[config.mk]
export PLATFORM = sky130hd
export DESIGN_NAME = utf8_to_ucs2_decoder
export DESIGN_NICKNAME = d
export VERILOG_FILES = /design/src/hdl/u8u2_pkg.sv /design/src/hdl/u8u2_core.sv /design/src/hdl/u8u2_out.sv /design/src/hdl/utf8_to_ucs2_decoder.sv
export VERILOG_INCLUDE_DIRS = /design/src /design/src/hdl
export SDC_FILE = /design/constraint.sdc
export NUM_CORES = 1
export LEC_CHECK = 0
export ABC_CLOCK_PERIOD_IN_PS = 5400
export BUFFER_PORTS_ARGS = -buffer_cell sky130_fd_sc_hd__buf_4
export CORE_UTILIZATION = 57
export CTS_CLUSTER_DIAMETER = 80
export DETAILED_ROUTE_END_ITERATION = 8
export PLACE_DENSITY = 0.78
export SKIP_CTS_REPAIR_TIMING = 1
export SLEW_MARGIN = 25
export SYNTH_ARGS = -nofsm -noshare
export SYNTH_HDL_FRONTEND = slang
export SYNTH_SLANG_ARGS = --single-unit
[constraint.sdc]
create_clock -name i_clk -period 5.4 [get_ports i_clk]
set_input_delay 0.81 -clock i_clk [delete_from_list [all_inputs] [get_ports i_clk]]
set_output_delay 0.81 -clock i_clk [all_outputs]
set_load 0.005 [all_outputs]
[src/hdl/assert_macros.svh]
// ----------------------------------------------------------------------------
// assert_macros.svh
// Clocked assertion helpers for the RTL.
// ----------------------------------------------------------------------------
`ifndef ASSERT_MACROS_SVH
`define ASSERT_MACROS_SVH

// same-cycle implication, checked at every rising edge out of reset
`define ASSERT_SAME(label, ante, cons, msg) \
    label: assert property (@(posedge i_clk) disable iff (!i_rst_n) \
        (ante) |-> (cons)) else $error(msg);

// next-cycle implication
`define ASSERT_NEXT(label, ante, cons, msg) \
    label: assert property (@(posedge i_clk) disable iff (!i_rst_n) \
        (ante) |=> (cons)) else $error(msg);

`endif

[src/hdl/u8u2_pkg.sv]
// ----------------------------------------------------------------------------
// u8u2_pkg
// Types and constants of the UTF-8 to UCS-2 decoder.
// ----------------------------------------------------------------------------
`default_nettype none

package u8u2_pkg;

    localparam int BYTE_W  = 8;
    localparam int UNIT_W  = 16;
    localparam int COUNT_W = 11;
    localparam int LEN_W   = 3;
    localparam int HELD_W  = 2;
    localparam int ADDR_W  = 3;
    localparam int DATA_W  = 32;

    localparam logic [UNIT_W-1:0]  REPLACEMENT_RESET = 16'h0020;
    localparam logic [COUNT_W-1:0] MAX_UNITS_RESET   = 11'd256;

    localparam logic [LEN_W-1:0] SEQ_LEN2 = 3'd2;
    localparam logic [LEN_W-1:0] SEQ_LEN3 = 3'd3;
    localparam logic [LEN_W-1:0] SEQ_LEN4 = 3'd4;

    typedef enum logic {
        REG_REPLACEMENT = 1'b0,
        REG_MAX_UNITS   = 1'b1
    } t_reg_idx;

    // results of one item: rep_count replacement units, then an optional final unit
    typedef struct packed {
        logic [HELD_W-1:0] rep_count;
        logic [UNIT_W-1:0] rep_code;
        logic              fin_valid;
        logic [UNIT_W-1:0] fin_code;
        logic              fin_term;
    } t_bundle;

endpackage

`default_nettype wire

[src/hdl/u8u2_core.sv]
// ----------------------------------------------------------------------------
// u8u2_core
// Sequence state and per-byte decode; produces the result bundle of an item.
// ----------------------------------------------------------------------------
`default_nettype none

module u8u2_core (
    input  wire logic                          i_clk,
    input  wire logic                          i_rst_n,
    input  wire logic                          i_accept,
    input  wire logic [u8u2_pkg::BYTE_W-1:0]   i_byte,
    input  wire logic [u8u2_pkg::UNIT_W-1:0]   i_replacement_unit,
    input  wire logic [u8u2_pkg::COUNT_W-1:0]  i_max_units,
    output u8u2_pkg::t_bundle                  o_bundle
);

    logic [u8u2_pkg::BYTE_W-1:0]  r_held [3];
    logic [u8u2_pkg::HELD_W-1:0]  r_held_count, n_held_count;
    logic [u8u2_pkg::LEN_W-1:0]   r_exp_len,    n_exp_len;
    logic [u8u2_pkg::COUNT_W-1:0] r_units,      n_units;
    logic                         r_limit,      n_limit;

    logic                         held_we;
    logic [u8u2_pkg::HELD_W-1:0]  held_idx;
    logic [3:0]                   ok;
    logic [u8u2_pkg::HELD_W-1:0]  flush_cnt;
    logic                         is_cont;
    logic                         is_bad;
    logic [u8u2_pkg::LEN_W-1:0]   lead_len;
    logic                         do_lead;
    logic                         lead_ok;
    logic [u8u2_pkg::UNIT_W-1:0]  dec_val;
    logic                         fin_unit;
    u8u2_pkg::t_bundle            bundle;

    always_comb begin
        for (int k = 0; k < 4; k++) begin
            ok[k] = !r_limit &&
                    (({1'b0, r_units} + 12'(k)) < {1'b0, i_max_units});
        end
        flush_cnt = 2'({1'b0, ok[0] && (r_held_count >= 2'd1)}) +
                    2'({1'b0, ok[1] && (r_held_count >= 2'd2)}) +
                    2'({1'b0, ok[2] && (r_held_count == 2'd3)});
        is_cont  = (i_byte[7:6] == 2'b10);
        is_bad   = is_cont || (i_byte[7:3] == 5'b11111);
        lead_len = !i_byte[5] ? u8u2_pkg::SEQ_LEN2 :
                   !i_byte[4] ? u8u2_pkg::SEQ_LEN3 : u8u2_pkg::SEQ_LEN4;
    end

    // value of the sequence completed by the current byte, or the replacement unit if it does not fit in 16 bits
    always_comb begin
        priority if (r_exp_len == u8u2_pkg::SEQ_LEN2) begin
            dec_val = {5'b0, r_held[0][4:0], i_byte[5:0]};
        end else if (r_exp_len == u8u2_pkg::SEQ_LEN3) begin
            dec_val = {r_held[0][3:0], r_held[1][5:0], i_byte[5:0]};
        end else if ({r_held[0][2:0], r_held[1][5:4]} != 5'b0) begin
            dec_val = i_replacement_unit;
        end else begin
            dec_val = {r_held[1][3:0], r_held[2][5:0], i_byte[5:0]};
        end
    end

    always_comb begin
        n_held_count     = r_held_count;
        n_exp_len        = r_exp_len;
        n_limit          = r_limit;
        held_we          = 1'b0;
        held_idx         = r_held_count;
        do_lead          = 1'b0;
        lead_ok          = 1'b0;
        bundle           = '0;
        bundle.rep_code  = i_replacement_unit;

        priority if (i_byte == '0) begin
            bundle.rep_count = flush_cnt;
            bundle.fin_valid = 1'b1;
            bundle.fin_term  = 1'b1;
            n_held_count     = '0;
            n_exp_len        = '0;
            n_limit          = 1'b0;
        end else if (r_held_count != '0) begin
            if (!ok[0]) begin
                n_limit      = 1'b1;
                n_held_count = '0;
                n_exp_len    = '0;
            end else if (is_cont) begin
                if (({1'b0, r_held_count} + 3'd1) == r_exp_len) begin
                    bundle.fin_valid = 1'b1;
                    bundle.fin_code  = dec_val;
                    n_held_count     = '0;
                    n_exp_len        = '0;
                end else begin
                    held_we      = 1'b1;
                    n_held_count = r_held_count + 2'd1;
                end
            end else begin
                bundle.rep_count = flush_cnt;
                n_held_count     = '0;
                n_exp_len        = '0;
                do_lead          = 1'b1;
                lead_ok          = ok[r_held_count];
            end
        end else begin
            n_held_count = '0;
            n_exp_len    = '0;
            do_lead      = 1'b1;
            lead_ok      = ok[0];
        end

        if (do_lead) begin
            priority if (!lead_ok) begin
                n_limit = 1'b1;
            end else if (!i_byte[7]) begin
                bundle.fin_valid = 1'b1;
                bundle.fin_code  = {8'b0, i_byte};
            end else if (is_bad) begin
                bundle.fin_valid = 1'b1;
                bundle.fin_code  = i_replacement_unit;
            end else begin
                held_we      = 1'b1;
                held_idx     = '0;
                n_held_count = 2'd1;
                n_exp_len    = lead_len;
            end
        end

        fin_unit = bundle.fin_valid && !bundle.fin_term;
        if (i_byte == '0) begin
            n_units = '0;
        end else begin
            n_units = 11'({1'b0, r_units} + 12'(bundle.rep_count) + 12'(fin_unit));
        end
    end

    assign o_bundle = bundle;

    always_ff @(posedge i_clk) begin
        if (!i_rst_n) begin
            r_held_count <= '0;
            r_exp_len    <= '0;
            r_units      <= '0;
            r_limit      <= 1'b0;
        end else if (i_accept) begin
            r_held_count <= n_held_count;
            r_exp_len    <= n_exp_len;
            r_units      <= n_units;
            r_limit      <= n_limit;
        end
    end

    always_ff @(posedge i_clk) begin
        if (i_accept && held_we) begin
            r_held[held_idx] <= i_byte;
        end
    end

endmodule

`default_nettype wire

[src/hdl/u8u2_out.sv]
// ----------------------------------------------------------------------------
// u8u2_out
// Result register: holds one item's bundle and hands out its units in order.
// ----------------------------------------------------------------------------
`default_nettype none

module u8u2_out (
    input  wire logic                         i_clk,
    input  wire logic                         i_rst_n,
    input  wire logic                         i_load,
    input  wire u8u2_pkg::t_bundle            i_bundle,
    input  wire logic                         i_stall,
    output logic                              o_valid,
    output logic [u8u2_pkg::UNIT_W-1:0]       o_code_unit,
    output logic                              o_is_terminator,
    output logic                              o_run_last,
    output logic                              o_busy
);

    logic [u8u2_pkg::HELD_W-1:0] r_rep_left;
    logic                        r_fin_valid;
    logic [u8u2_pkg::UNIT_W-1:0] r_rep_code;
    logic [u8u2_pkg::UNIT_W-1:0] r_fin_code;
    logic                        r_fin_term;
    logic                        take;

    assign o_valid         = (r_rep_left != '0) || r_fin_valid;
    assign o_code_unit     = (r_rep_left != '0) ? r_rep_code : r_fin_code;
    assign o_is_terminator = (r_rep_left == '0) && r_fin_term;
    assign o_run_last      = (r_rep_left == '0) || ((r_rep_left == 2'd1) && !r_fin_valid);
    assign take            = o_valid && !i_stall;
    assign o_busy          = o_valid && !(take && o_run_last);

    always_ff @(posedge i_clk) begin
        if (!i_rst_n) begin
            r_rep_left  <= '0;
            r_fin_valid <= 1'b0;
        end else if (i_load) begin
            r_rep_left  <= i_bundle.rep_count;
            r_fin_valid <= i_bundle.fin_valid;
        end else if (take) begin
            if (r_rep_left != '0) begin
                r_rep_left <= r_rep_left - 2'd1;
            end else begin
                r_fin_valid <= 1'b0;
            end
        end
    end

    always_ff @(posedge i_clk) begin
        if (i_load) begin
            r_rep_code <= i_bundle.rep_code;
            r_fin_code <= i_bundle.fin_code;
            r_fin_term <= i_bundle.fin_term;
        end
    end

endmodule

`default_nettype wire

[src/hdl/utf8_to_ucs2_decoder.sv]
// ----------------------------------------------------------------------------
// utf8_to_ucs2_decoder
// UTF-8 byte stream in, UCS-2 code units out, with string length limit.
// ----------------------------------------------------------------------------
// Input channel: one byte per item (i_in_valid / o_in_stall). Output channel:
// one code unit per item (o_out_valid / i_out_stall), with o_is_terminator on
// the unit that closes a string and o_run_last on the last unit caused by a
// given input byte. A byte may cause no unit (sequence byte held, or dropped
// past the limit) or up to four (held bytes flushed as replacements plus one).
// Latency: a byte's first unit is shown the cycle after the byte is taken.
// Throughput: one byte per cycle while each byte gives at most one unit and
// the output is not stalled; a byte giving more units holds the result
// register, and the next byte is taken in the cycle its last unit leaves.
// Stall: while i_out_stall is high the current unit holds, and o_in_stall
// rises once the result register holds a unit that is not leaving.
// Reset: synchronous, active low; clears the sequence state, the unit count
// and the result register, and loads replacement_unit 0x0020 and max_units
// 256. Registers sit at byte addresses 0 and 4 of the APB port; write them
// only while the block is idle.
// ----------------------------------------------------------------------------
`default_nettype none

module utf8_to_ucs2_decoder (
    input  wire logic                               i_clk,
    input  wire logic                               i_rst_n,
    input  wire logic                               i_in_valid,
    output logic                                    o_in_stall,
    input  wire logic [u8u2_pkg::BYTE_W-1:0]        i_in_byte,
    output logic                                    o_out_valid,
    input  wire logic                               i_out_stall,
    output logic [u8u2_pkg::UNIT_W-1:0]             o_code_unit,
    output logic                                    o_is_terminator,
    output logic                                    o_run_last,
    input  wire logic                               psel,
    input  wire logic                               penable,
    input  wire logic                               pwrite,
    input  wire logic [u8u2_pkg::ADDR_W-1:0]        paddr,
    input  wire logic [u8u2_pkg::DATA_W-1:0]        pwdata,
    output logic [u8u2_pkg::DATA_W-1:0]             prdata,
    output logic                                    pready
);

    logic [u8u2_pkg::UNIT_W-1:0]  r_replacement_unit;
    logic [u8u2_pkg::COUNT_W-1:0] r_max_units;
    logic                         cfg_write;
    u8u2_pkg::t_reg_idx           reg_idx;
    u8u2_pkg::t_bundle            bundle;
    logic                         busy;
    logic                         in_accept;

    assign pready    = 1'b1;
    assign cfg_write = psel && penable && pwrite && pready;
    assign reg_idx   = u8u2_pkg::t_reg_idx'(paddr[2]);

    always_comb begin
        unique case (reg_idx)
            u8u2_pkg::REG_REPLACEMENT: prdata = 32'(r_replacement_unit);
            u8u2_pkg::REG_MAX_UNITS:   prdata = 32'(r_max_units);
            default:                   prdata = '0;
        endcase
    end

    always_ff @(posedge i_clk) begin
        if (!i_rst_n) begin
            r_replacement_unit <= u8u2_pkg::REPLACEMENT_RESET;
            r_max_units        <= u8u2_pkg::MAX_UNITS_RESET;
        end else if (cfg_write) begin
            unique case (reg_idx)
                u8u2_pkg::REG_REPLACEMENT: r_replacement_unit <= pwdata[15:0];
                u8u2_pkg::REG_MAX_UNITS:   r_max_units        <= pwdata[10:0];
                default: ;
            endcase
        end
    end

    assign o_in_stall = !i_rst_n || busy;
    assign in_accept  = i_in_valid && !o_in_stall;

    u8u2_core u_core (
        .i_clk              (i_clk),
        .i_rst_n            (i_rst_n),
        .i_accept           (in_accept),
        .i_byte             (i_in_byte),
        .i_replacement_unit (r_replacement_unit),
        .i_max_units        (r_max_units),
        .o_bundle           (bundle)
    );

    u8u2_out u_out (
        .i_clk           (i_clk),
        .i_rst_n         (i_rst_n),
        .i_load          (in_accept),
        .i_bundle        (bundle),
        .i_stall         (i_out_stall),
        .o_valid         (o_out_valid),
        .o_code_unit     (o_code_unit),
        .o_is_terminator (o_is_terminator),
        .o_run_last      (o_run_last),
        .o_busy          (busy)
    );

`include "assert_macros.svh"

    `ASSERT_SAME(a_term_last, o_out_valid && o_is_terminator, o_run_last && (o_code_unit == '0), "terminator must be a zero unit and last of its item")
    `ASSERT_SAME(a_no_accept_mid_item, o_out_valid && !o_run_last, o_in_stall, "byte taken while an item still has units pending")
    `ASSERT_NEXT(a_zero_gives_term, in_accept && (i_in_byte == '0), o_out_valid, "zero byte gave no unit")
    `ASSERT_NEXT(a_hold_on_stall, o_out_valid && i_out_stall, o_out_valid && $stable(o_code_unit), "stalled unit changed")

endmodule

`default_nettype wire

# Word level (Yosys, flattened, before mapping)
# Memory sizes are Yosys's and may differ from the RTL's.
# Cells that the tools add are included.
# Widths: inputs -> output; s select.
[op_classes]
n_reduce_logical = 39
add_sub_neg = 10
bitwise_logic = 1
n_lt_le_gt_ge = 7
muxes = 77
n_eq_ne = 8
[op_table]
columns = ["cell", "n"]
rows = [
  ["$mux 17", 8],
  ["$mux 16", 5],
  ["$pmux 32 s2", 1],
  ["$mux 2", 20],
  ["$lt 12x11->1", 3],
  ["$mux 3", 11],
  ["$mux 1", 30],
  ["$add 11x2->12 const B", 2],
  ["$logic_and 1x1->1", 17],
  ["$add 11x1->12 const B", 1],
  ["$add 11x1->11", 1],
  ["$add 11x2->11", 1],
  ["$lt 11x11->1", 1],
  ["$mux 11", 1],
  ["$logic_not 8->1", 1],
  ["$reduce_and 2->1", 4],
  ["$reduce_bool 2->1", 4],
  ["$logic_not 1->1", 7],
  ["$eq 3x2->1 const B", 2],
  ["$eq 5x5->1 const B", 1],
  ["$reduce_bool 5->1", 1],
  ["$eq 2x2->1 const B", 2],
  ["$logic_or 1x1->1", 4],
  ["$add 2x1->3 const B", 1],
  ["other kinds (13)", 13],
]
[totals]
ff_bits = 80
n_memories = 1
word_cells = 154
input_bits = 50
ram_bits = 24
output_inout_bits = 53
[memory_table]
columns = ["name", "depth", "word_bits", "rd", "rd_clocked_by_memory_dff", "wr", "line", "source"]
rows = [
  ["u_core.r_held", 3, 8, 3, 0, 1, "u8u2_core.sv:17", "logic [u8u2_pkg::BYTE_W-1:0] r_held [3];"],
]

# Depth between registers and ports, before layout
# An unclocked memory read counts as a cell.
[logic_depth]
word_depth = 17
mapped_depth = 20
ltp_nobuf = 20

# Modules after synthesis
# Synthesis repeated with hierarchy kept, for this count alone.
[unflattened]
hier_cells = 645
hier_area_um2 = 6451.2
[modules_own_cells]
columns = ["module", "instances", "cells_per_inst", "seq_area_each_um2", "area_per_inst_um2"]
rows = [
  ["u8u2_core", 1, 417, 850.8, 3663.5],
  ["u8u2_out", 1, 78, 1051.0, 1401.3],
  ["utf8_to_ucs2_decoder", 1, 150, 540.5, 1386.3],
]

# Worst setup path after synthesis
# Ideal clock, no wire load.
[synth_path]
kind = "flip-flop to flip-flop"
startpoint = "register u_core.r_units[1] (netlist name)"
endpoint = "register u_core.r_units[8] (netlist name)"
setup_slack_ns = 0.934
n_path_buf = 0
arrival_time_ns = 4.339
setup_time_ns = 0.128
period_less_slack_ns = 4.466
path_stages_with_launch = 21
cell_sequence = "dfxtp_1 > ha_1 > nand2_1 > or3_1 > nor2_1 > xor2_1 > ha_1 > a21o_1 > a21oi_1 > o21ai_0 > a21oi_1 > nor3b_1 > fa_1 > inv_1 > nor2_1 > fa_1 > fa_1 > nand4_1 > nor2_1 > xnor2_1 > nor2_1"
[synth_between]
elab_chain_cells = 14
elab_cells_between_ends = 40
classes_between = "add/sub (7); order compare (4); mux (21); reduce/logical (8)"
[synth_rtl]
columns = ["item", "line", "source"]
rows = [
  ["start, declared", "u8u2_core.sv:20", "logic [u8u2_pkg::COUNT_W-1:0] r_units, n_units;"],
  ["start signal, assigned", "u8u2_core.sv:146", "r_units <= n_units;"],
  ["branches (longest 12 deep; another with $add 11x1->12)", "-", ""],
  ["$add 11x1->11 *", "u8u2_core.sv:131", "n_units = 11'({1'b0, r_units} + 12'(bundle.rep_count) + 12'(fin_unit));"],
  ["$mux 11 *", "u8u2_core.sv:128", "if (i_byte == '0) begin"],
]
# Every way passes the cells marked *. The select of a mux whose other input is x is not followed.
# A chain may end at the register's enable or synchronous reset.

# Final worst setup path
[layout_path]
startpoint = "register u_core.r_units[7] (netlist name)"
endpoint = "register u_core.r_units[8] (netlist name)"
# The elaborated chain is that of the path after synthesis.

==> metrics.md <==
| Metric | Value |
|---|---|
| Post-Place Setup Slack | 0.636 ns |
| Leakage power total | 2.74 nW |
| Maximum vdd drop | 0.146 mV |
| Later-pin clock latency in the skew report | 0.38 ns |
| Routed len/inst | 17.2 um |
| Max FO, Critical Path | 9 |
| Top-level I/O count | 103 |
| DRT Pass-1 Iters | 7 |
| Setup WS post-layout | 0.584 ns |
| Slew Limit Headroom | 36.5% |
| CTS tree | done |
| Delay-heaviest family, CP | simple AND/OR/NAND/NOR gates |
| Crit-path cells | nand4_1 > nor3_1 > nand2_1 > xnor2_1 > ha_1 > and2_1 > o2111ai_1 > nor3b_1 > nor4b_1 > fa_1 > inv_1 > nor2_1 > fa_1 > fa_1 > nand4_1 > nor2_1 > xnor2_1 > nor2_1 |
| TritonCTS Buffers | 9 |
| Die X | 105 um |
| Routability congestion estimate | 0.918 |
| Mux share of post-synthesis cell area | 7.65% |
| Crit path buffers/inverters | 1 |
| Reg clk slew, reported paths | 0.10 ns |
| CP startpoint | u_core.r_units[7] |
| Slew Limit Fails | 0 |
| Vias in the first global route | 4743 |
| All-layer global routing usage | 26.6% |
| Initial antenna violation count | 0 |
| Final hold slack | 0.487 ns |
| Row cnt | 37 |
| Bufs on Longest Clock Path | 2 |
| Via count | 4811 |
| Fmax | 208 MHz |
| Vias per cell | 5.77 |
| Final setup violation count | 0 |
| EDFF count, synth | 50 |
| RSZ-0062 raised after global routing | false |
| Total Neg Setup Slack | 0 ns |
| Core footprint | 10300 sq um |
| Layout net count | 796 |
| Initial DRC Count | 316 |
| Largest net degree at the start of global routing | 42 |
| Worst r2r path cells | 18 |
| Synth-to-layout area growth | 13.3% |
| Hold Vio Cnt, Final | 0 |
| Area of the mapped netlist | 6080 sq um |
| Worst endpoint required time | 5.66 ns |
| PD cells | 237 nW/um^2 |
| Synth Area in Simple Gates | 16.8% |
| Synthesized area per cell | 9.63 sq um |
| Xor-xnor portion of the synthesized cell area | 5.33% |
| Sequential area share after synthesis | 40.1% |
| Worst-Margin Slew | 0.945 ns |
| DRC | 0 |
| Hold WC Path Type | reg -> reg |
| Synth Flop Type | edfxtp_1 |
| Endpoint type of the worst setup path | flip-flop |
| Clock sinks | 97 |
| Leading post-synthesis cells by cell area | edfxtp_1 25%, dfxtp_1 15%, ha_1 10%, nand2_1 5.7%, mux2_2 5.2% |
| Synth warnings | 0 |
| Setup Skew | 0.0157 ns |
| Cells after synthesis | 632 |
| WP depth | 18 |
| # diodes | 0 |
| Die Ht | 105 um |
| Hpwl dp | 10600 um |
| Compound-Gate Fraction of Synth Area | 13.0% |
| WL final | 14400 um |
| Dpl cells | 818 |
| Nature of the critical path startpoint | flip-flop |
| Number of distinct library cells after synthesis | 60 |
| Initial Utilization | 58.9% |
| Adder-Cell Fraction of Synth Area | 11.3% |
| Top cell type's share of synthesized area | 24.7% |
| Largest family of logic cells by synthesized area | simple AND/OR/NAND/NOR gates |
| Critical path type | reg -> reg |
| Cell Count, Final, Fillers Out | 834 |
| Overall power | 1.63 mW |
| CP max-delay cell | dfxtp_1 |
| Final period util | 89.2% |
| Worst r2r dst | u_core.r_units[8] |
| Ratio of cells with drive above 1 in the final layout | 20.2% |
| Status | complete, no violations |
| Antenna viol nets, final | 0 |
| Global route overflow | 0 |
| CTS root buffer | clkbuf_8 |
| CP Data Arrival Time | 5.07 ns |
| I/O Buffers | 67 |
| Synth area leader | edfxtp_1 |
| Yosys reg bits | 97 |
| Total die area | 11100 sq um |
| H-tree levels | 3 |
| Worst reg-to-reg setup slack | 0.58 ns |
| Critical Path Max Stage Delay | 0.59 ns |
| Maxcap violations | 0 |
| Post-route minimum period | 4.82 ns |
| First-pass GRT wire length | 23000 um |
| Worst Setup EP | u_core.r_units[8] |
| Async SR Flop Fraction | 0% |
| R2r startpoint | u_core.r_units[7] |
## cell families after synthesis
| kind of cell | Yosys count |
|---|---|
| other | 2 |
| buffers and inverters | 70 |
| AO/OA/AOI/OAI | 120 |
| AND/OR/NAND/NOR | 210 |
| multiplexers | 43 |
| flip-flops | 97 |
| adder cells (fa/ha/maj) | 53 |
| XOR/XNOR | 37 |
## worst min-delay path by stage
stage / slack, ns / cells past startpoint / startpoint / to
4_1_cts: 0.49 / 2 / r_max_units[6] / r_max_units[6]
3_3_place_gp: 0.45 / 2 / r_max_units[3] / r_max_units[3]
5_1_grt: 0.52 / 0 / r_replacement_unit[15] / u_out.r_rep_code[15]
3_5_place_dp: 0.47 / 2 / r_max_units[6] / r_max_units[6]
2_1_floorplan: 0.45 / 2 / r_max_units[10] / r_max_units[10]
6_report: 0.49 / 2 / r_max_units[5] / r_max_units[5]
## power breakdown
group / internal (mW) / switching [mW]
Clock: 0.272 / 0.288
Sequential: 0.801 / 0.0166
Combinational: 0.121 / 0.134
## final cells by class
class,instances,area (sq um)
repair buffers,78,586
clock inverters,7,110
well taps,136,170
inverters,27,101
fillers,810,3430
flip-flops and latches,97,2440
multi-input cells,480,3360
clock buffers,9,124
## cell usage after synthesis, types with 4 or more instances
library cell  number
o211ai_1           7
nand2b_1          11
nand4_1           10
nand2_1           93
mux2i_1           15
nor2b_1            9
a211oi_1           5
o21ai_2            5
inv_1             25
ha_1              50
xnor2_1           18
mux2_2            28
a21oi_1           47
dfxtp_1           47
o21ai_0           18
o21a_1             4
nor3_1             9
xor2_1            19
buf_2              4
nand3_1           14
clkbuf_1          17
nor2_1            36
a32o_1             4
a22o_1            11
or3_1              5
buf_4             21
edfxtp_1          50
## cells in the final DEF, fill, tap and decap left out, types with 3 or more instances in the layout
cell type and instances:
a211oi_1 5, a21o_1 3, a21oi_1 47, a22o_1 11
a32o_1 4, and2_1 3, buf_4 78, clkbuf_8 9
conb_1 17, dfxtp_1 47, edfxtp_1 50, fa_1 3
ha_1 50, inv_1 25, inv_8 3, mux2_2 28
mux2i_1 15, nand2_1 93, nand2b_1 11, nand3_1 14
nand4_1 10, nor2_1 35, nor2b_1 9, nor3_1 8
nor3b_1 3, o211ai_1 7, o21a_1 4, o21ai_0 17
o21ai_1 4, o21ai_2 5, or3_1 5, or4_1 3
xnor2_1 18, xor2_1 19
## through the flow
stage / utilization [%] / instance area (sq um)
after global routing: 66.8 / 6890
after detailed placement: 64.5 / 6650
after floorplan: - / 6140
after global placement: 64.4 / 6650
final: 66.8 / 6890
after CTS: 66.7 / 6890
## sequential cells by signal (all words and copies together), names as in the netlist
name,count
u_out.r_fin_term,1
u_out.r_fin_code,16
u_core.r_exp_len,3
u_core.r_held_count,2
u_out.r_rep_code,16
r_max_units,11
u_out.r_fin_valid,1
u_core.r_units,11
r_replacement_unit,16
u_out.r_rep_left,2
u_core.r_held,17
u_core.r_limit,1
## worst reg2reg max path: stages (launching register included)
cell and delay [ns]:
dfxtp_1 0.59, nand4_1 0.30, nor3_1 0.32, nand2_1 0.13
xnor2_1 0.19, ha_1 0.27, and2_1 0.18, o2111ai_1 0.11
nor3b_1 0.11, nor4b_1 0.53, fa_1 0.49, inv_1 0.06
nor2_1 0.06, fa_1 0.45, fa_1 0.44, nand4_1 0.20
nor2_1 0.08, xnor2_1 0.14, nor2_1 0.05
## per-layer routing
layer / vias to the layer above / track usage [%] / share of wire, %
met3: 24 / 3.90 / 5.4
met5: - / 0 / 0
met4: 0 / 9.96 / 2.1
met1: 2308 / 33.5 / 43
met2: 148 / 46.1 / 50
li1: 2331 / - / -
Note: power is estimated with default switching activity, not from simulation.
